**src/design/dgpe_pkg.sv**
```systemverilog
// Shared types, constants and helpers for the dual-gradient pixel energy block.
// Used by every module of the block; depends on nothing.
`default_nettype none

package dgpe_pkg;

    // Energy given to every pixel on the image border
    localparam logic [18:0] BORDER_ENERGY = 19'd195075;

    // Configuration register map and widths
    localparam logic REG_IMAGE_WIDTH  = 1'b0;
    localparam logic REG_IMAGE_HEIGHT = 1'b1;
    localparam int   CFG_WIDTH_W      = 11;
    localparam int   CFG_HEIGHT_W     = 13;
    localparam int   CFG_DATA_W       = 13;
    localparam int   CFG_WIDTH_RESET  = 1024;
    localparam int   CFG_HEIGHT_RESET = 768;

    // One pixel, red in the upper byte
    typedef struct packed {
        logic [7:0] red;
        logic [7:0] green;
        logic [7:0] blue;
    } pixel_t;

    // Per-pixel control carried alongside the arithmetic
    typedef struct packed {
        logic [11:0] row_above;  // row of the pixel above (r-1)
        logic [11:0] row_cur;    // row of the incoming pixel (r)
        logic [9:0]  col;        // column of both
        logic        has_above;  // a result for row r-1 is due
        logic        last_row;   // a border result for row r is due
        logic        border;     // the row r-1 pixel sits on the border
    } item_meta_t;

    // Square of the difference of two channel values
    function automatic logic [15:0] sq_diff(input logic [7:0] a, input logic [7:0] b);
        logic [7:0] mag;
        mag = (a >= b) ? (a - b) : (b - a);
        return 16'(mag) * 16'(mag);
    endfunction

endpackage

`default_nettype wire

```
**src/design/dgpe_grad.sv**
```systemverilog
// Gradient datapath: squared channel differences, then their sum and border select.
// Two register stages with per-stage valid and bubble collapse. Depends on dgpe_pkg.
`default_nettype none

module dgpe_grad
    import dgpe_pkg::*;
(
    input  wire logic       clk,
    input  wire logic       rst_n,
    input  wire logic       in_valid,
    output logic            in_ready,
    input  wire item_meta_t in_meta,
    input  wire pixel_t     cur,
    input  wire pixel_t     right,
    input  wire pixel_t     left_above,
    input  wire pixel_t     older,
    output logic            out_valid,
    input  wire logic       out_ready,
    output item_meta_t      out_meta,
    output logic [18:0]     out_energy
);

    logic        va_reg;
    logic        vb_reg;
    logic        ena;
    logic        enb;
    logic [15:0] sq_reg [6];
    logic [15:0] sq_next [6];
    item_meta_t  meta_a_reg;
    item_meta_t  meta_b_reg;
    logic [18:0] energy_reg;
    logic [18:0] energy_next;

    assign enb      = !vb_reg || out_ready;
    assign ena      = !va_reg || enb;
    assign in_ready = ena;

    // Horizontal pair (right, left) and vertical pair (below, above)
    always_comb
    begin
        sq_next[0] = sq_diff(right.red,   left_above.red);
        sq_next[1] = sq_diff(right.green, left_above.green);
        sq_next[2] = sq_diff(right.blue,  left_above.blue);
        sq_next[3] = sq_diff(cur.red,     older.red);
        sq_next[4] = sq_diff(cur.green,   older.green);
        sq_next[5] = sq_diff(cur.blue,    older.blue);
    end

    // Sum of six squares, border pixels forced to the constant
    always_comb
    begin
        if (meta_a_reg.border)
            energy_next = BORDER_ENERGY;
        else
            energy_next = 19'(sq_reg[0]) + 19'(sq_reg[1]) + 19'(sq_reg[2])
                        + 19'(sq_reg[3]) + 19'(sq_reg[4]) + 19'(sq_reg[5]);
    end

    // Stage valids
    always_ff @(posedge clk or negedge rst_n)
    begin
        if (!rst_n)
        begin
            va_reg <= 1'b0;
            vb_reg <= 1'b0;
        end
        else
        begin
            if (ena)
                va_reg <= in_valid;
            if (enb)
                vb_reg <= va_reg;
        end
    end

    // Stage payloads
    always_ff @(posedge clk)
    begin
        if (ena && in_valid)
        begin
            sq_reg     <= sq_next;
            meta_a_reg <= in_meta;
        end
        if (enb && va_reg)
        begin
            energy_reg <= energy_next;
            meta_b_reg <= meta_a_reg;
        end
    end

    assign out_valid  = vb_reg;
    assign out_meta   = meta_b_reg;
    assign out_energy = energy_reg;

endmodule

`default_nettype wire

```
**config.mk**
```make
export PLATFORM = sky130hd
export DESIGN_NAME = dgpe_grad
export DESIGN_NICKNAME = d
export VERILOG_FILES = /design/src/design/dgpe_pkg.sv /design/src/design/dgpe_grad.sv
export SDC_FILE = /design/constraint.sdc
export NUM_CORES = 1
export LEC_CHECK = 0
export BUFFER_PORTS_ARGS = -buffer_cell sky130_fd_sc_hd__buf_2
export CAP_MARGIN = 10
export CORE_MARGIN = 2
export CORE_UTILIZATION = 30
export DETAILED_ROUTE_END_ITERATION = 16
export PLACE_DENSITY_LB_ADDON = 0.05
export SYNTH_ARGS = -nofsm -noshare
export SYNTH_HDL_FRONTEND = slang
export SYNTH_SLANG_ARGS = --single-unit
```
**constraint.sdc**
```tcl
create_clock -name clk -period 4.85 [get_ports clk]
set_input_delay 0.485 -clock clk [delete_from_list [all_inputs] [get_ports clk]]
set_output_delay 0.485 -clock clk [all_outputs]
set_load 0.01 [all_outputs]
```
# Word-level counts from Yosys, hierarchy flattened
# Index checks and enable logic that the tools add are counted.
# word_totals
ff_bits	191
out_inout_bits	58
elab_cells	62
# op_classes
add_sub_neg	17
multipliers	6
order_cmp	6
muxes	6
n_reduce_logical	6
# ops
op	count
multiplier 8 x 8 -> 16 bit	6
subtractor 8 bit	12
greater-or-equal comparator 8 bit	6
2-to-1 mux 8 bit	6
adder 19 x 16 -> 19 bit	2
adder 18 x 16 -> 19 bit	1
adder 17 x 16 -> 18 bit	1
adder 16 x 16 -> 17 bit	1
logical AND 1 bit	2
zero test 1 bit	2
logical OR 1 bit	2

# Longest topological paths before layout
# logic_depth
depth_word	5
mapped_depth	27

# Worst setup path before layout
# No wires, ideal clock.
# synth_path
kind	input port to flip-flop
from	in cur[21] (netlist bit)
to	reg sq_reg[47] (netlist bit), data pin
arrival_ps	5877
required_ps	4590
slack_ps	-1287
cell_stages	21
path_cell_list	inv_1 > ha_1 > buf_6 > a21o_1 > a21o_1 > a211oi_4 > mux2i_1 > xnor2_4 > or2_2 > fa_1 > inv_1 > fa_1 > fa_1 > inv_1 > fa_1 > inv_1 > ha_1 > a21oi_1 > o21ai_0 > a311o_1 > xor2_1
# synth_lines
item	line	text
start: declaration	dgpe_grad.sv:13	input wire pixel_t cur,
end signal: assignment	dgpe_grad.sv:81	sq_reg <= sq_next;
end: declaration	dgpe_grad.sv:27	logic [15:0] sq_reg [6];

==> impl_metrics.tcl <==
set metrics [dict create \
    seq_area_frac_synth_pct 25.9 \
    hold_class "input port to flip-flop" \
    cts_buffers 17 \
    worst-setup-path-type "input port to flip-flop" \
    violations "setup timing" \
    first_global_vias 17669 \
    gp_congestion 0.815 \
    yosys_most_used_dff "edfxtp_1" \
    vias 16495 \
    largest_reg_flops 90 \
    critical_path.most_common_cell "fa_1" \
    synthAdderAreaFrac_pct 37.7 \
    rsz0062_at_grt "yes" \
    yosysUniqueCellTypes 57 \
    synth_top_family_by_area "adder cells" \
    final_layout_size_suffix_gt1_share_pct 43.3 \
    netlist.area_leader.share_pct 25.7 \
    dr.pass1.iters 5 \
    htree_levels 4 \
    slew_headroom_pct 43.6 \
    crit_fanout 8 \
    dieArea_mm2 0.0736 \
    post_drt_via_cell_ratio 4.33 \
    status "finished, violations left" \
    remaining_drc_errors 0 \
    startpoint_type "input port" \
    syn_area_mm2 0.0214 \
    cp.arrival_ns 5.64 \
    fill_cells 6848 \
    yosys-top-cells-count "inv_1 (473), ha_1 (289), fa_1 (223)" \
    synth_compound_area_share_pct 9.47 \
    final.min_clock_period_ns 5.45 \
    synth-simple-area-share_pct 8.81 \
    grt_use_total_pct 14.3 \
    synth.top_cells.by_area "edfxtp_1 (26%), fa_1 (21%), ha_1 (17%), inv_1 (8.3%), nor2_1 (3.4%)" \
    synth-seq-cells 185 \
    cts_tree "yes" \
    skew_ns 0.0118 \
    fp.dieW_um 271 \
    synth.most_common_cell "inv_1" \
    row_count 97 \
    wl_per_cell_um 13.7 \
    clkTransAtPathRegs_ns 0.08 \
    worst_slack_ns -0.600 \
    numClockSinks 185 \
    syn_inst 2118 \
    fin_nets 3509 \
    io_buffer_count 194 \
    avgSynthCellArea_um2 10.1 \
    antenna_cells 0 \
    fmax_mhz 183 \
    finalSetupViolations 50 \
    fin_crit_sh_pct 112 \
    place.detailed.hpwl_um 44100 \
    slowest_stage "fa_1" \
    start_util_pct 30.4 \
    initialDrtViolationCount 544 \
    drv_slew 0 \
    insertion_delay_ns 0.44 \
    tightest_slew_ns 0.845 \
    synth_mux_area_share_pct 1.99 \
    synth_enable_flop_cells 183 \
    die_height_um 271 \
    critPathRequiredTime_ns 5.04 \
    grt_max_degree 66 \
    io_pins 195 \
    ff_latch_area_mm2 0.00555 \
    synthToLayoutAreaGrowth_pct 46.2 \
    ant_nets 0 \
    multi_input_area_mm2 0.0165 \
    cpPeakStageDelay_ns 0.58 \
    clockBufferDepth 2 \
    maxCapViolCount 0 \
    synth_top_area_cell "edfxtp_1" \
    synth_xor_area_share_pct 6.75 \
    finalWirelength_um 52200 \
    core_area_mm2 0.0704 \
    synth_warnings 0 \
    cts_root_buf "clkbuf_16" \
    hold_violations 0 \
    antenna_found_initial 0 \
    grt_pass1_wl_um 87200 \
    holdWs_ns 0.218 \
    crit_path_end_kind "flip-flop" \
    grt-ovfl-total 0 \
    async_flop_share_pct 1.08 \
]
[cells by family after synthesis]
group / count (synthesis)
compound gates: 307
simple gates: 408
xor+xnor: 145
buf+inv: 517
other cells: 2
flops: 185
mux: 42
fa+ha+maj: 512
[path summary, 6_finish.rpt]
path | slack (ns) | cells past startpoint | from | endpoint
setup / recovery | -0.60 | 26 | cur[8] | sq_reg[29]
hold reg to reg | 0.42 | 0 | meta_a_reg[4] | out_meta[4]
setup reg to reg | 0.63 | 11 | sq_reg[67] | out_energy[16]
min in group asynchronous | 0.36 | 2 | rst_n | out_valid
max in group asynchronous | 4.39 | 2 | rst_n | va_reg
hold / removal | 0.22 | 1 | in_meta[27] | meta_a_reg[27]
[worst max-delay path, delay by kind of cell]
| family | cells | cell delay, ns |
|---|---|---|
| adder cells (fa/ha/maj) | 7 | 2.38 |
| AO/OA/AOI/OAI | 6 | 1.14 |
| buffers and inverters | 7 | 0.66 |
| AND/OR/NAND/NOR | 3 | 0.38 |
| XOR/XNOR | 2 | 0.31 |
| multiplexers | 1 | 0.28 |
[area by class of cell]
cell class              instances  share of cell area, %
well taps                     940                   3.76
clock inverters                15                  0.424
inverters                     473                   5.93
repair buffers                765                   18.2
clock buffers                  17                   1.36
multi-input cells            1418                   52.6
flip-flops and latches        185                   17.7
[repair_timing]
action,in CTS,in global routing
endpoints found under the setup margin,53,58
pin swaps,138,98
endpoints found under the hold margin,2,0
buffers inserted,54,39
hold buffers,1,0
gates resized for setup,211,143
[through the flow]
stage               worst slack (ns)  utilization [%]  setup TNS [ns]  instances  instance area, um^2
floorplan                      -1.04                -          -32.38       2120                22800
global placement               -1.17             40.4          -53.16       3698                28400
detailed placement             -1.22             40.4          -56.13       3698                28400
CTS                           -0.725             43.3          -19.15       3782                30400
global route                  -0.769             44.5          -27.86       3813                31300
finish                        -0.600             44.5          -19.21       3813                31300
[cell usage in the layout, fill, tap and decap left out, types with 12 or more instances in the layout]
| master | count |
|---|---|
| clkbuf_16 | 17 |
| nand2b_1 | 19 |
| fa_1 | 199 |
| buf_6 | 50 |
| nor2_2 | 30 |
| fa_2 | 24 |
| nand2_1 | 53 |
| nor2_4 | 14 |
| buf_4 | 506 |
| ha_2 | 12 |
| xor2_1 | 31 |
| or2_4 | 26 |
| a211oi_1 | 12 |
| ha_1 | 231 |
| nand4_1 | 21 |
| o21ai_0 | 18 |
| a21oi_1 | 59 |
| a21o_1 | 50 |
| ha_4 | 46 |
| xnor2_2 | 23 |
| xnor2_1 | 55 |
| nor3_1 | 18 |
| buf_12 | 14 |
| nor2_1 | 155 |
| buf_2 | 187 |
| a21oi_4 | 21 |
| mux2i_4 | 22 |
| inv_1 | 397 |
| a21oi_2 | 28 |
| xor2_2 | 12 |
| a31oi_1 | 22 |
| edfxtp_1 | 183 |
| inv_2 | 62 |
| xnor2_4 | 13 |
| mux2i_1 | 14 |
[per-layer routing]
layer	GRT usage (%)	wire, um	vias up
met5	0	0	-
met4	2.20	419	0
met3	1.51	1270	25
met2	24.8	25500	218
met1	19.7	25000	7916
li1	-	-	8336
Power is left out: the tool's default activity adds up to more than one toggle a clock period on the data nets, which glitch-free logic cannot reach.
