==> config.mk <==
export PLATFORM = sky130hd
export DESIGN_NAME = dgpe_out
export DESIGN_NICKNAME = d
export VERILOG_FILES = /design/src/design/dgpe_pkg.sv /design/src/design/dgpe_out.sv
export SDC_FILE = /design/constraint.sdc
export NUM_CORES = 1
export LEC_CHECK = 0
export BUFFER_PORTS_ARGS = -buffer_cell sky130_fd_sc_hd__buf_4
export CORE_AREA = 4 4 75 77
export CTS_BUF_LIST = sky130_fd_sc_hd__clkbuf_16
export CTS_CLUSTER_DIAMETER = 50
export DETAILED_ROUTE_END_ITERATION = 7
export DIE_AREA = 0 0 79 81
export PLACE_DENSITY = 0.79
export SYNTH_ARGS = -nofsm -noshare
export SYNTH_HDL_FRONTEND = slang
export SYNTH_SLANG_ARGS = --single-unit
export TNS_END_PERCENT = 50
==> constraint.sdc <==
create_clock -name clk -period 3.4 [get_ports clk]
set_input_delay 0.34 -clock clk [delete_from_list [all_inputs] [get_ports clk]]
set_output_delay 0.34 -clock clk [all_outputs]
set_load 0.02 [all_outputs]
==> src/design/dgpe_pkg.sv <==
// Shared types, constants and helpers for the dual-gradient pixel energy block.
// Used by every module of the block; depends on nothing.
`default_nettype none

package dgpe_pkg;

    // Energy given to every pixel on the image border
    localparam logic [18:0] BORDER_ENERGY = 19'd195075;

    // Configuration register map and widths
    localparam logic REG_IMAGE_WIDTH  = 1'b0;
    localparam logic REG_IMAGE_HEIGHT = 1'b1;
    localparam int   CFG_WIDTH_W      = 11;
    localparam int   CFG_HEIGHT_W     = 13;
    localparam int   CFG_DATA_W       = 13;
    localparam int   CFG_WIDTH_RESET  = 1024;
    localparam int   CFG_HEIGHT_RESET = 768;

    // One pixel, red in the upper byte
    typedef struct packed {
        logic [7:0] red;
        logic [7:0] green;
        logic [7:0] blue;
    } pixel_t;

    // Per-pixel control carried alongside the arithmetic
    typedef struct packed {
        logic [11:0] row_above;  // row of the pixel above (r-1)
        logic [11:0] row_cur;    // row of the incoming pixel (r)
        logic [9:0]  col;        // column of both
        logic        has_above;  // a result for row r-1 is due
        logic        last_row;   // a border result for row r is due
        logic        border;     // the row r-1 pixel sits on the border
    } item_meta_t;

    // Square of the difference of two channel values
    function automatic logic [15:0] sq_diff(input logic [7:0] a, input logic [7:0] b);
        logic [7:0] mag;
        mag = (a >= b) ? (a - b) : (b - a);
        return 16'(mag) * 16'(mag);
    endfunction

endpackage

`default_nettype wire

==> src/design/dgpe_out.sv <==
// Output register: turns one pixel into zero, one or two results (energy of the
// pixel above, then the border result of a last-row pixel). Depends on dgpe_pkg.
`default_nettype none

module dgpe_out
    import dgpe_pkg::*;
(
    input  wire logic       clk,
    input  wire logic       rst_n,
    input  wire logic       in_valid,
    output logic            in_ready,
    input  wire item_meta_t in_meta,
    input  wire logic [18:0] in_energy,
    output logic            out_valid,
    input  wire logic       out_ready,
    output logic [18:0]     energy,
    output logic [11:0]     row_index,
    output logic [9:0]      col_index,
    output logic            last_in_run
);

    logic        ov_reg;
    logic        ov_next;
    logic        pend_reg;
    logic        pend_next;
    logic [18:0] energy_reg;
    logic [18:0] energy_next;
    logic [11:0] row_reg;
    logic [11:0] row_next;
    logic [11:0] row2_reg;
    logic [9:0]  col_reg;
    logic        last_reg;
    logic        last_next;
    logic        load;

    // Take a new pixel once the last pending result leaves
    assign in_ready = !ov_reg || (out_ready && !pend_reg);
    assign load     = in_valid && in_ready;

    always_comb
    begin
        ov_next     = ov_reg;
        pend_next   = pend_reg;
        energy_next = energy_reg;
        row_next    = row_reg;
        last_next   = last_reg;
        if (load)
        begin
            if (in_meta.has_above)
            begin
                ov_next     = 1'b1;
                pend_next   = in_meta.last_row;
                energy_next = in_energy;
                row_next    = in_meta.row_above;
                last_next   = !in_meta.last_row;
            end
            else
            begin
                // Only a last-row border result, or nothing on an inner first row
                ov_next     = in_meta.last_row;
                pend_next   = 1'b0;
                energy_next = BORDER_ENERGY;
                row_next    = in_meta.row_cur;
                last_next   = 1'b1;
            end
        end
        else if (ov_reg && out_ready)
        begin
            if (pend_reg)
            begin
                pend_next   = 1'b0;
                energy_next = BORDER_ENERGY;
                row_next    = row2_reg;
                last_next   = 1'b1;
            end
            else
            begin
                ov_next = 1'b0;
            end
        end
    end

    always_ff @(posedge clk or negedge rst_n)
    begin
        if (!rst_n)
        begin
            ov_reg   <= 1'b0;
            pend_reg <= 1'b0;
        end
        else
        begin
            ov_reg   <= ov_next;
            pend_reg <= pend_next;
        end
    end

    always_ff @(posedge clk)
    begin
        energy_reg <= energy_next;
        row_reg    <= row_next;
        last_reg   <= last_next;
        if (load)
        begin
            row2_reg <= in_meta.row_cur;
            col_reg  <= in_meta.col;
        end
    end

    assign out_valid   = ov_reg;
    assign energy      = energy_reg;
    assign row_index   = row_reg;
    assign col_index   = col_reg;
    assign last_in_run = last_reg;

endmodule

`default_nettype wire

Yosys cells after proc, flatten, opt, wreduce, memory -nomap -nowiden
Cells that the tools add are included.
{ "word_totals": {"mem_bits_rw": 0, "input_bits": 60, "latchBits": 0, "regBits": 56, "out_inout_bits": 44, "n_memories": 0, "elab_cells": 38, "mem_bits_ro": 0} }
{ "classes": {"div": 0, "n_addsub": 0, "n_eq_ne": 1, "multipliers": 0, "n_mux": 19, "n_lt_le_gt_ge": 0, "shift": 0, "bitwise_logic": 0, "reduce_logical": 11} }
{ "ops": {"columns": ["cell", "n"], "rows": [
  ["$mux W19", 4],
  ["$mux W12", 4],
  ["$mux W1", 11],
  ["$reduce_and A2 Y1", 2],
  ["$reduce_bool A2 Y1", 2],
  ["$logic_and A1 B1 Y1", 3],
  ["$logic_not A1 Y1", 3],
  ["$ne A2 B1 Y1 const B", 1],
  ["$logic_or A1 B1 Y1", 1]
]} }

Logic depth before layout (Yosys ltp)
Gate-level depths: netlist (run 1).
{ "logic_depth": {"depth_word": 6, "mapped_depth": 5, "ltp_nobuf": 3} }

Least setup slack after synthesis (run 1)
OpenSTA, ideal clock, no wires.
{ "synth_timing": {"kind": "register to register", "start": "reg ov_reg (netlist: out_valid)", "end": "reg energy_reg[0] (netlist: energy[0]), enable pin", "slack_ns": 0.711, "t_required_ns": 2.968, "t_arrival_ns": 2.257, "n_path_buf": 0, "stages_incl_launch_ff": 3, "synth_period_minus_slack_ns": 2.689, "setup_ns": 0.432, "cell_sequence": "dfrtp_1 > a21oi_1 > a21oi_1"} }
{ "synth_via": {"elab_chain_cells": 5, "elab_cells_between_ends": 7, "classes_between": "reduce/logical: 7"} }
{ "synth_lines": {"columns": ["item", "line_no", "rtl"], "rows": [
  ["start, declared", "dgpe_out.sv:22", "logic ov_reg;"],
  ["start signal, assigned", "dgpe_out.sv:92", "ov_reg <= ov_next;"],
  ["$logic_not A1 Y1", "dgpe_out.sv:37", "assign in_ready = !ov_reg || (out_ready && !pend_reg);"],
  ["$logic_or A1 B1 Y1", "dgpe_out.sv:37", null],
  ["$logic_and A1 B1 Y1", "dgpe_out.sv:38", "assign load = in_valid && in_ready;"],
  ["$reduce_bool A2 Y1 (no source line)", null, null],
  ["$reduce_and A2 Y1 (no source line) *", null, null],
  ["end signal, assigned", "dgpe_out.sv:99", "energy_reg <= energy_next;"],
  ["end, declared", "dgpe_out.sv:26", "logic [18:0] energy_reg;"]
]} }
Every way passes the cells marked *; elsewhere a longest branch is shown, timed or not.
A chain may end at the register's enable or synchronous reset.

Worst setup path after layout (run 1)
{ "layout_timing": {"start": "reg pend_reg", "end": "reg row_reg[0] (netlist: row_index[0]), data pin"} }
{ "layout_via": {"elab_chain_cells": 5} }
{ "layout_lines": {"columns": ["item", "line_no", "rtl"], "rows": [
  ["start, declared", "dgpe_out.sv:24", "logic pend_reg;"],
  ["start signal, assigned", "dgpe_out.sv:93", "pend_reg <= pend_next;"],
  ["$logic_not A1 Y1", "dgpe_out.sv:37", null],
  ["$logic_and A1 B1 Y1", "dgpe_out.sv:37", null],
  ["$logic_or A1 B1 Y1", "dgpe_out.sv:37", null],
  ["$logic_and A1 B1 Y1", "dgpe_out.sv:38", null],
  ["$mux W12", "dgpe_out.sv:47", "if (load)"],
  ["named net row_next[0]", "dgpe_out.sv:29", "logic [11:0] row_next;"],
  ["end signal, assigned", "dgpe_out.sv:100", "row_reg <= row_next;"],
  ["end, declared", "dgpe_out.sv:28", "logic [11:0] row_reg;"]
]} }
The timed path passes the listed nets, and every way through them passes these cells.

==> flow_metrics.py, run 1 <==
metrics = {
    "synthesis": {
        "synth-seq-area-share_pct": 74.4,
        "synth-adder-area-share_pct": 0,
        "muxShareOfSynthArea_pct": 13.6,
        "ys_warn_count": 0,
        "synth_fp_nets": 177,
        "postSynthAreaPerCell_um2": 19.2,
        "synthSimpleGateAreaFrac_pct": 6.96,
        "synth-compound-area-share_pct": 1.95,
        "synth_top_family_by_area": "multiplexers",
        "synth-main-ff-cell": "edfxtp_1",
        "async_flop_share_pct": 3.57,
        "synth_edf_count": 54,
        "synthTopCellsByArea": "edfxtp_1 72%, mux2_2 8.5%, mux2_4 4.7%, nand3b_1 3.0%, and3_1 2.8%",
        "syn_area_um2": 2250,
        "synth_top_cell_area_share_pct": 72.2,
        "synthXorXnorAreaFrac_pct": 0,
        "synth.distinct_cells": 19,
        "ys_seq_elements": 56,
        "syn_inst": 117,
        "yosysTopAreaCell": "edfxtp_1",
    },
    "layout": {
        "nets": 282,
        "drive_above_1_share_pct": 62.3,
        "areaGrowthSynthToFinish_pct": 43.4,
        "design_area_um2": 3220,
        "diodes": 0,
        "n_fill_cell": 401,
        "largest_reg_flops": 19,
        "final_cell_mix": "104 x buf_4, 54 x edfxtp_1, 17 x mux2_2",
        "mostFrequentLayoutCell": "buf_4",
    },
    "drt": {
        "first_pass_iters": 4,
        "drc": 0,
        "wl_met2_mm": 2.35,
        "ant_nets": 0,
        "drtIter0Drc": 55,
        "met3WireLength_um": 470,
        "wl_met1_mm": 1.63,
        "wire_per_inst_um": 15.4,
        "drt_wl_total_mm": 4.52,
        "top_layer": "met4",
        "via_count": 1380,
        "via_per_inst": 4.71,
    },
    "sta": {
        "timing.hold.ws_ns": 0.224,
        "tns_ns": 0,
        "rsz0062_at_grt": "no",
        "period_share_pct": 58.3,
        "max_freq_mhz": 504,
        "finalSetupViolations": 0,
        "slew_headroom_pct": 31.2,
        "tightest_slew_ns": 1.03,
        "clock_skew_ns": 0.00416,
        "min_period_ns": 1.98,
        "drv_slew": 0,
        "hold_violations": 0,
    },
    "die": {
        "num_io_pins": 104,
        "die-height_um": 81,
        "fp.dieArea_um2": 6400,
        "core_um2": 5010,
        "floorplan.rows": 26,
        "start_util_pct": 44.9,
        "die_w_um": 79,
    },
    "clocking": {
        "cts_buffer_depth": 2,
        "path_clk_slew_ns": 0.07,
        "cts_buffers": 5,
        "cts.sinks": 56,
        "clock-root-buffer": "clkbuf_16",
        "cts.htree.levels": 2,
        "post_cts_resized": 0,
        "cts_tree": "built",
        "clock_latency_ns": 0.28,
    },
    "place": {
        "gp_congestion": 0.755,
        "hpwl_mm": 3.38,
        "placed_area_um2": 3060,
        "port_buffers": 102,
    },
    "critical_path": {
        "r2r_cells": 4,
        "rr_endpoint": "row_index[0]$_DFFE_PP_",
        "crit_type": "flop to flop",
        "cp-end-kind": "flop",
        "startpoint_type": "flop",
        "worstSetupStartpoint": "pend_reg$_DFFE_PN0P_",
        "regToRegStartpoint": "pend_reg$_DFFE_PN0P_",
        "arrival_ns": 2.02,
        "crit_path_end": "row_index[0]$_DFFE_PP_",
        "rrSetupSlack_ns": 1.42,
        "cp.required_ns": 3.44,
        "crit_path_max_fanout": 19,
    },
    "outcome": {
        "outcome": "finished, final reports clean",
    },
    "global_routing": {
        "grt_overflow": 0,
        "antenna_found_initial": 0,
        "grt_pass1_wl_mm": 7.30,
        "grt_util_all_layers_pct": 14.7,
        "grt_pass1_vias": 1478,
        "grt_max_degree": 35,
    },
    "worst_hold_path": {
        "min_path_type": "primary input to flop",
    },
    "pwr": {
        "finalPower_mw": 1.62,
        "p_per_area_nw_per_um2": 503,
        "max-vdd-ir-drop_mv": 0.355,
        "p_leak_nw": 1.33,
    },
    "job": {
        "drv_cap": 0,
    },
}
[cells by family after synthesis]
kind of cell | count (synthesis)
buf+inv | 8
flops | 56
compound gates | 5
simple gates | 23
mux | 25
[through the flow]
| step | setup slack (ns) | utilization, % | instances |
|---|---|---|---|
| after CTS | 1.39 | 64.3 | 293 |
| after detailed placement | 1.41 | 61.1 | 284 |
| final | 1.42 | 64.3 | 293 |
| after global placement | 1.45 | 61.1 | 284 |
| after global routing | 1.29 | 64.3 | 293 |
| after floorplan | 0.711 | - | 117 |
[per-layer routing]
layer,track usage [%],vias up
li1,-,662
met1,16.7,641
met2,25.6,71
met3,5.54,6
met4,5.15,0
met5,0,-
[worst min-delay path by stage]
stage	start	end	slack (ns)	cells past startpoint
6_report	in_meta[8]	col_index[5]$_DFFE_PP_	0.22	1
2_1_floorplan	rst_n	out_valid$_DFFE_PN0P_	0.04	0
5_1_grt	in_meta[6]	col_index[3]$_DFFE_PP_	0.21	1
4_1_cts	in_meta[4]	col_index[1]$_DFFE_PP_	0.21	1
3_3_place_gp	rst_n	out_valid$_DFFE_PN0P_	0.12	1
3_5_place_dp	rst_n	pend_reg$_DFFE_PN0P_	0.13	1
[synth_stat cells, types with 2 or more instances]
cell / n
a21oi_1: 2
and3_1: 10
buf_6: 2
buf_8: 2
clkbuf_1: 2
dfrtp_1: 2
edfxtp_1: 54
mux2_2: 17
mux2_4: 7
nand2_1: 2
nand3b_1: 9
[worst max-delay path, stage by stage, from the launching register on]
cell and delay, ns:
dfrtp_1 0.39, nand2b_4 0.16, a21boi_4 0.46, buf_4 0.35, mux2_2 0.36
[final cells by class]
class | instances | area (um^2) | area share [%]
flip-flops and latches | 56 | 1670 | 51.9
multi-input cells | 53 | 518 | 16.1
well taps | 70 | 87.6 | 2.72
clock inverters | 3 | 26.3 | 0.815
inverters | 1 | 3.75 | 0.116
clock buffers | 5 | 125 | 3.88
repair buffers | 105 | 791 | 24.5
[timing repair]
action / in CTS / in global routing
endpoints found under the hold margin: 2 / 0
hold buffers: 1 / 0
buffers inserted: 0 / 0
[power breakdown]
part           total (mW)  internal, mW  switching [mW]
Combinational       0.270         0.136           0.133
Clock               0.512         0.280           0.233
Sequential          0.839         0.823          0.0165
Total                1.62          1.24           0.383
Note: power is estimated with default switching activity, not from simulation.
==> run 2, diff against run 1 <==
==> constraint.sdc (replaced) <==
create_clock -name clk -period 2.05 [get_ports clk]
set_input_delay 0.205 -clock clk [delete_from_list [all_inputs] [get_ports clk]]
set_output_delay 0.205 -clock clk [all_outputs]
set_load 0.02 [all_outputs]
==> run 2 against run 1 <==
Clock skew is 0.0023 ns higher. Power is 64% higher. Register-to-register slack got worse by 1.0 ns. Setup slack got worse by 1.0 ns. Combinational power is 70% higher. Cell area increased by 0.54%. Final cell count up 0.68%. Non-clock buffer count up 2. Critical path type unchanged. Largest power group unchanged.
==> flow_metrics.py, run 2 (synthesized netlist as in run 1, its figures left out) <==
metrics = {
    "place": {
        "gp_congestion": 0.693,
        "port_buffers": 102,
        "dp_slack_ns": 0.414,
        "hpwl_mm": 3.54,
        "placed_area_um2": 3090,
    },
    "critical_path": {
        "regToRegStartpoint": "pend_reg$_DFFE_PN0P_",
        "arrival_ns": 1.68,
        "cp.required_ns": 2.09,
        "startpoint_type": "flop",
        "r2r_cells": 4,
        "rrSetupSlack_ns": 0.40,
        "crit_path_max_fanout": 25,
        "crit_type": "flop to flop",
        "cp-end-kind": "flop",
        "rr_endpoint": "row_index[0]$_DFFE_PP_",
    },
    "layout": {
        "drive_above_1_share_pct": 62.2,
        "areaGrowthSynthToFinish_pct": 44.2,
        "design_area_um2": 3240,
        "mostFrequentLayoutCell": "buf_4",
        "diodes": 0,
        "largest_reg_flops": 19,
        "final_cell_mix": "105 x buf_4, 54 x edfxtp_1, 17 x mux2_2",
        "nets": 284,
        "n_fill_cell": 396,
        "post-route-util_pct": 64.7,
    },
    "global_routing": {
        "grt_overflow": 0,
        "grt_pass1_vias": 1469,
        "grt_pass1_wl_mm": 7.22,
        "grt_max_degree": 35,
        "antenna_found_initial": 0,
        "grt_util_all_layers_pct": 15.1,
    },
    "die": {
        "num_io_pins": 104,
        "fp.dieArea_um2": 6400,
        "core_um2": 5010,
        "floorplan.rows": 26,
        "die_w_um": 79,
        "die-height_um": 81,
        "start_util_pct": 44.9,
    },
    "drt": {
        "drt_wl_total_mm": 4.62,
        "drc": 0,
        "ant_nets": 0,
        "via_per_inst": 4.68,
        "via_count": 1382,
        "first_pass_iters": 3,
        "wire_per_inst_um": 15.7,
        "drtIter0Drc": 52,
    },
    "clocking": {
        "cts.sinks": 56,
        "post_cts_resized": 0,
        "cts_tree": "built",
        "cts_buffer_depth": 2,
        "cts.htree.levels": 2,
        "clock_latency_ns": 0.28,
        "path_clk_slew_ns": 0.07,
        "cts_buffers": 5,
        "clock-root-buffer": "clkbuf_16",
    },
    "sta": {
        "tns_ns": 0,
        "tightest_slew_ns": 0.358,
        "finalSetupViolations": 0,
        "period_share_pct": 80.4,
        "slew_headroom_pct": 76.1,
        "drv_slew": 0,
        "hold_violations": 0,
        "clock_skew_ns": 0.00643,
        "min_period_ns": 1.65,
        "rsz0062_at_grt": "no",
        "worst_slack_ns": 0.401,
        "max_freq_mhz": 606,
    },
    "pwr": {
        "max-vdd-ir-drop_mv": 0.499,
        "p_per_area_nw_per_um2": 818,
        "p_leak_nw": 1.34,
    },
    "worst_hold_path": {
        "min-delay-start": "in_meta[5]",
        "hold_end": "col_index[2]$_DFFE_PP_",
        "holdPathStages": 1,
        "min_path_type": "primary input to flop",
    },
    "job": {
        "drv_cap": 0,
    },
    "outcome": {
        "outcome": "finished, final reports clean",
    },
}
-- run 2: cell types whose count changed in the layout (fill, tap and decap cells not counted) --
cell        change
buf_12          +1
clkinv_2        +1
inv_6           -2
buf_4           +1
clkinvlp_4      +1
clkinv_4        -1
inv_1           +1
-- run 2: critical path, stage by stage (launching register included) --
cell and delay (ns):
dfrtp_1 0.39, nand2b_4 0.16, a21boi_4 0.15, buf_4 0.32, mux2_2 0.38
-- run 2: layout make-up --
cell class / instances / area [um^2] / share of cell area [%]
multi-input cells: 53 / 518 / 16.0
repair buffers: 107 / 818 / 25.3
clock buffers: 5 / 125 / 3.86
flip-flops and latches: 56 / 1670 / 51.6
inverters: 1 / 3.75 / 0.116
clock inverters: 3 / 16.3 / 0.502
well taps: 70 / 87.6 / 2.70
-- run 2: how the worst max path moves through the flow --
stage / from / endpoint / slack (ns) / depth (start not counted)
global route: pend_reg$_DFFE_PN0P_ / row_index[0]$_DFFE_PP_ / 0.33 / 4
detailed placement: pend_reg$_DFFE_PN0P_ / row_index[1]$_DFFE_PP_ / 0.41 / 4
floorplan: out_valid$_DFFE_PN0P_ / energy[0]$_SDFFCE_PN1P_ / 0.04 / 2
CTS: pend_reg$_DFFE_PN0P_ / row_index[0]$_DFFE_PP_ / 0.40 / 4
global placement: pend_reg$_DFFE_PN0P_ / row_index[5]$_DFFE_PP_ / 0.44 / 4
finish: pend_reg$_DFFE_PN0P_ / row_index[0]$_DFFE_PP_ / 0.40 / 4
-- run 2: power by group --
group          switching (mW)  internal (mW)
combinational           0.223          0.236
sequential             0.0293           1.36
clock                   0.352          0.446
-- run 2: stage by stage --
stage / hold slack, ns / power (mW) / std cells
after floorplan: -0.0906 / 1.66 / 117
after global placement: -0.00828 / 1.87 / 286
after detailed placement: -0.00720 / 1.88 / 286
after CTS: 0.0833 / 2.69 / 295
after global routing: 0.0804 / 2.77 / 295
final: 0.0935 / 2.65 / 295
-- run 2: per-layer routing --
metal | up-vias | global-route usage [%] | routed length, um
li1 | 670 | - | -
met1 | 646 | 16.1 | 1670
met2 | 64 | 25.8 | 2370
met3 | 2 | 8.20 | 564
met4 | 0 | 4.64 | 27
met5 | - | 0 | 0
-- run 2: timing repair --
item                                   CTS  global route
hold buffers                             1             0
endpoints found under the hold margin    2             0
buffers inserted                         0             0
==> run 3, diff against run 2 <==
--- a/config.mk
+++ b/config.mk
@@ -6,12 +6,12 @@
 export NUM_CORES = 1
 export LEC_CHECK = 0
 export BUFFER_PORTS_ARGS = -buffer_cell sky130_fd_sc_hd__buf_4
-export CORE_AREA = 4 4 75 77
+export CORE_AREA = 4 4 79 81
 export CTS_BUF_LIST = sky130_fd_sc_hd__clkbuf_16
 export CTS_CLUSTER_DIAMETER = 50
 export DETAILED_ROUTE_END_ITERATION = 7
-export DIE_AREA = 0 0 79 81
-export PLACE_DENSITY = 0.79
+export DIE_AREA = 0 0 83 85
+export PLACE_DENSITY = 0.75
 export SYNTH_ARGS = -nofsm -noshare
 export SYNTH_HDL_FRONTEND = slang
 export SYNTH_SLANG_ARGS = --single-unit
==> constraint.sdc (replaced) <==
create_clock -name clk -period 1.3 [get_ports clk]
set_input_delay 0.13 -clock clk [delete_from_list [all_inputs] [get_ports clk]]
set_output_delay 0.13 -clock clk [all_outputs]
set_load 0.02 [all_outputs]
==> run 3 against run 2 <==
The flow now finishes with violations (setup timing). Sequential share of layout area decreased by 2.9 points. Sequential power grew 58%. Worst hold slack got worse by 0.077 ns. Utilization fell by 2.0 points. Global-route usage down 0.54 points. Combinational power is 86% higher. Die area is 10% higher. Final cell count is 5.8% higher.
==> flow_metrics.py, run 3 (synthesized netlist as in run 1, its figures left out) <==
metrics = {
    "outcome": {
        "outcome": "finished with violations",
        "violations": "setup timing",
    },
    "die": {
        "die-height_um": 85,
        "start_util_pct": 41.1,
        "floorplan.rows": 27,
        "num_io_pins": 104,
        "core_um2": 5470,
        "die_w_um": 83,
        "fp.dieArea_um2": 7060,
    },
    "critical_path": {
        "startpoint_type": "flop",
        "cp-end-kind": "flop",
        "arrival_ns": 1.53,
        "crit_type": "flop to flop",
        "crit_path_max_fanout": 10,
        "slowest_delay_ns": 0.38,
        "cp.required_ns": 1.34,
        "cp_slowest_cell": "dfrtp_1",
        "path_cells": "nand2b_4 > a21boi_4 > buf_12 > mux2_4",
    },
    "sta": {
        "tightest_slew_ns": 0.231,
        "slew_headroom_pct": 84.6,
        "worst_slack_ns": -0.187,
        "max_freq_mhz": 673,
        "rsz0062_at_grt": "yes",
        "period_share_pct": 114,
        "tns_ns": -6.18,
        "clock_skew_ns": 0.00313,
        "min_period_ns": 1.49,
        "hold_violations": 0,
        "drv_slew": 0,
        "finalSetupViolations": 53,
    },
    "pwr": {
        "p_leak_nw": 1.45,
        "p_per_area_nw_per_um2": 1250,
        "max-vdd-ir-drop_mv": 0.706,
    },
    "clocking": {
        "clock-root-buffer": "clkbuf_16",
        "cts_buffer_depth": 2,
        "path_clk_slew_ns": 0.07,
        "cts.htree.levels": 2,
        "cts.sinks": 56,
        "cts_tree": "built",
        "clock_latency_ns": 0.29,
        "cts_buffers": 5,
    },
    "layout": {
        "n_fill_cell": 432,
        "final_cell_mix": "115 x buf_4, 54 x edfxtp_1, 13 x mux2_2",
        "post-route-util_pct": 62.7,
        "drive_above_1_share_pct": 65.0,
        "areaGrowthSynthToFinish_pct": 52.8,
        "design_area_um2": 3430,
        "largest_reg_flops": 19,
        "mostFrequentLayoutCell": "buf_4",
        "nets": 299,
        "diodes": 0,
    },
    "place": {
        "port_buffers": 102,
        "placed_area_um2": 3200,
        "gp_congestion": 0.742,
        "hpwl_mm": 3.79,
    },
    "global_routing": {
        "grt_util_all_layers_pct": 14.6,
        "grt_overflow": 0,
        "grt_pass1_wl_mm": 8.07,
        "grt_pass1_vias": 1591,
        "grt_max_degree": 26,
        "antenna_found_initial": 0,
    },
    "drt": {
        "via_per_inst": 4.66,
        "ant_nets": 0,
        "via_count": 1455,
        "drtIter0Drc": 33,
        "drt_wl_total_mm": 4.96,
        "first_pass_iters": 4,
        "wire_per_inst_um": 15.9,
        "drc": 0,
    },
    "worst_hold_path": {
        "min_path_type": "primary input to flop",
    },
    "job": {
        "drv_cap": 0,
    },
}
==> run 3: metrics by stage <==
| step | hold WS [ns] | setup slack (ns) | total power, mW | instances |
|---|---|---|---|---|
| global placement | -0.0855 | -0.194 | 3.02 | 297 |
| detailed placement | -0.0838 | -0.225 | 3.04 | 297 |
| global route | 0.000322 | -0.254 | 4.51 | 312 |
| finish | 0.0167 | -0.187 | 4.30 | 312 |
| CTS | 0.00853 | -0.198 | 4.35 | 310 |
| floorplan | -0.166 | -0.269 | 2.62 | 117 |
==> run 3: worst max-delay path, delay by kind of cell, from the launching register on <==
| family | cells | cell delay (ns) |
|---|---|---|
| DFF | 1 | 0.38 |
| muxes | 1 | 0.30 |
| AOI/OAI and AO/OA | 1 | 0.23 |
| buffers and inverters | 1 | 0.18 |
| and+or+nand+nor | 1 | 0.15 |
==> run 3: cell type report <==
class                           instances  area (um^2)  area share (%)
Multi-Input combinational cell         53          537            15.6
Tap cell                               72         90.1            2.62
Clock buffer                            5          125            3.64
Sequential cell                        56         1670            48.7
Clock inverter                          3         13.8           0.401
Inverter                                1         3.75           0.109
Timing Repair Buffer                  122          991            28.9
==> run 3: worst paths after layout <==
check                                       from                     end  slack [ns]  cells past startpoint
max in group asynchronous                  rst_n   out_valid$_DFFE_PN0P_        1.02                      2
setup / recovery            pend_reg$_DFFE_PN0P_  row_index[8]$_DFFE_PP_       -0.19                      4
hold reg to reg            row2_reg[5]$_DFFE_PP_  row_index[5]$_DFFE_PP_        0.55                      1
setup reg to reg            pend_reg$_DFFE_PN0P_  row_index[8]$_DFFE_PP_       -0.19                      4
min in group asynchronous                  rst_n    pend_reg$_DFFE_PN0P_        0.17                      2
hold / removal                        in_meta[8]  col_index[5]$_DFFE_PP_        0.02                      1
==> run 3: layer usage <==
layer,part of all wire (%),vias to the layer above,global-route usage (%)
li1,-,699,-
met5,0,-,0
met2,54,67,25.4
met4,1.8,0,6.24
met1,38,682,16.3
met3,6.8,7,4.85
==> run 3: report_power, final <==
group          internal [mW]  switching (mW)
sequential              2.15          0.0383
clock                  0.700           0.561
combinational          0.464           0.390
total                   3.32           0.989
==> run 3: repair_timing <==
action | 4_1_cts | 5_1_grt
pin swaps | 1 | 0
endpoints found under the setup margin | 47 | 53
hold buffers | 1 | 1
buffers inserted | 3 | 1
cloned | 1 | 0
gates resized for setup | 4 | 1
hold endpoints to repair | 2 | 1
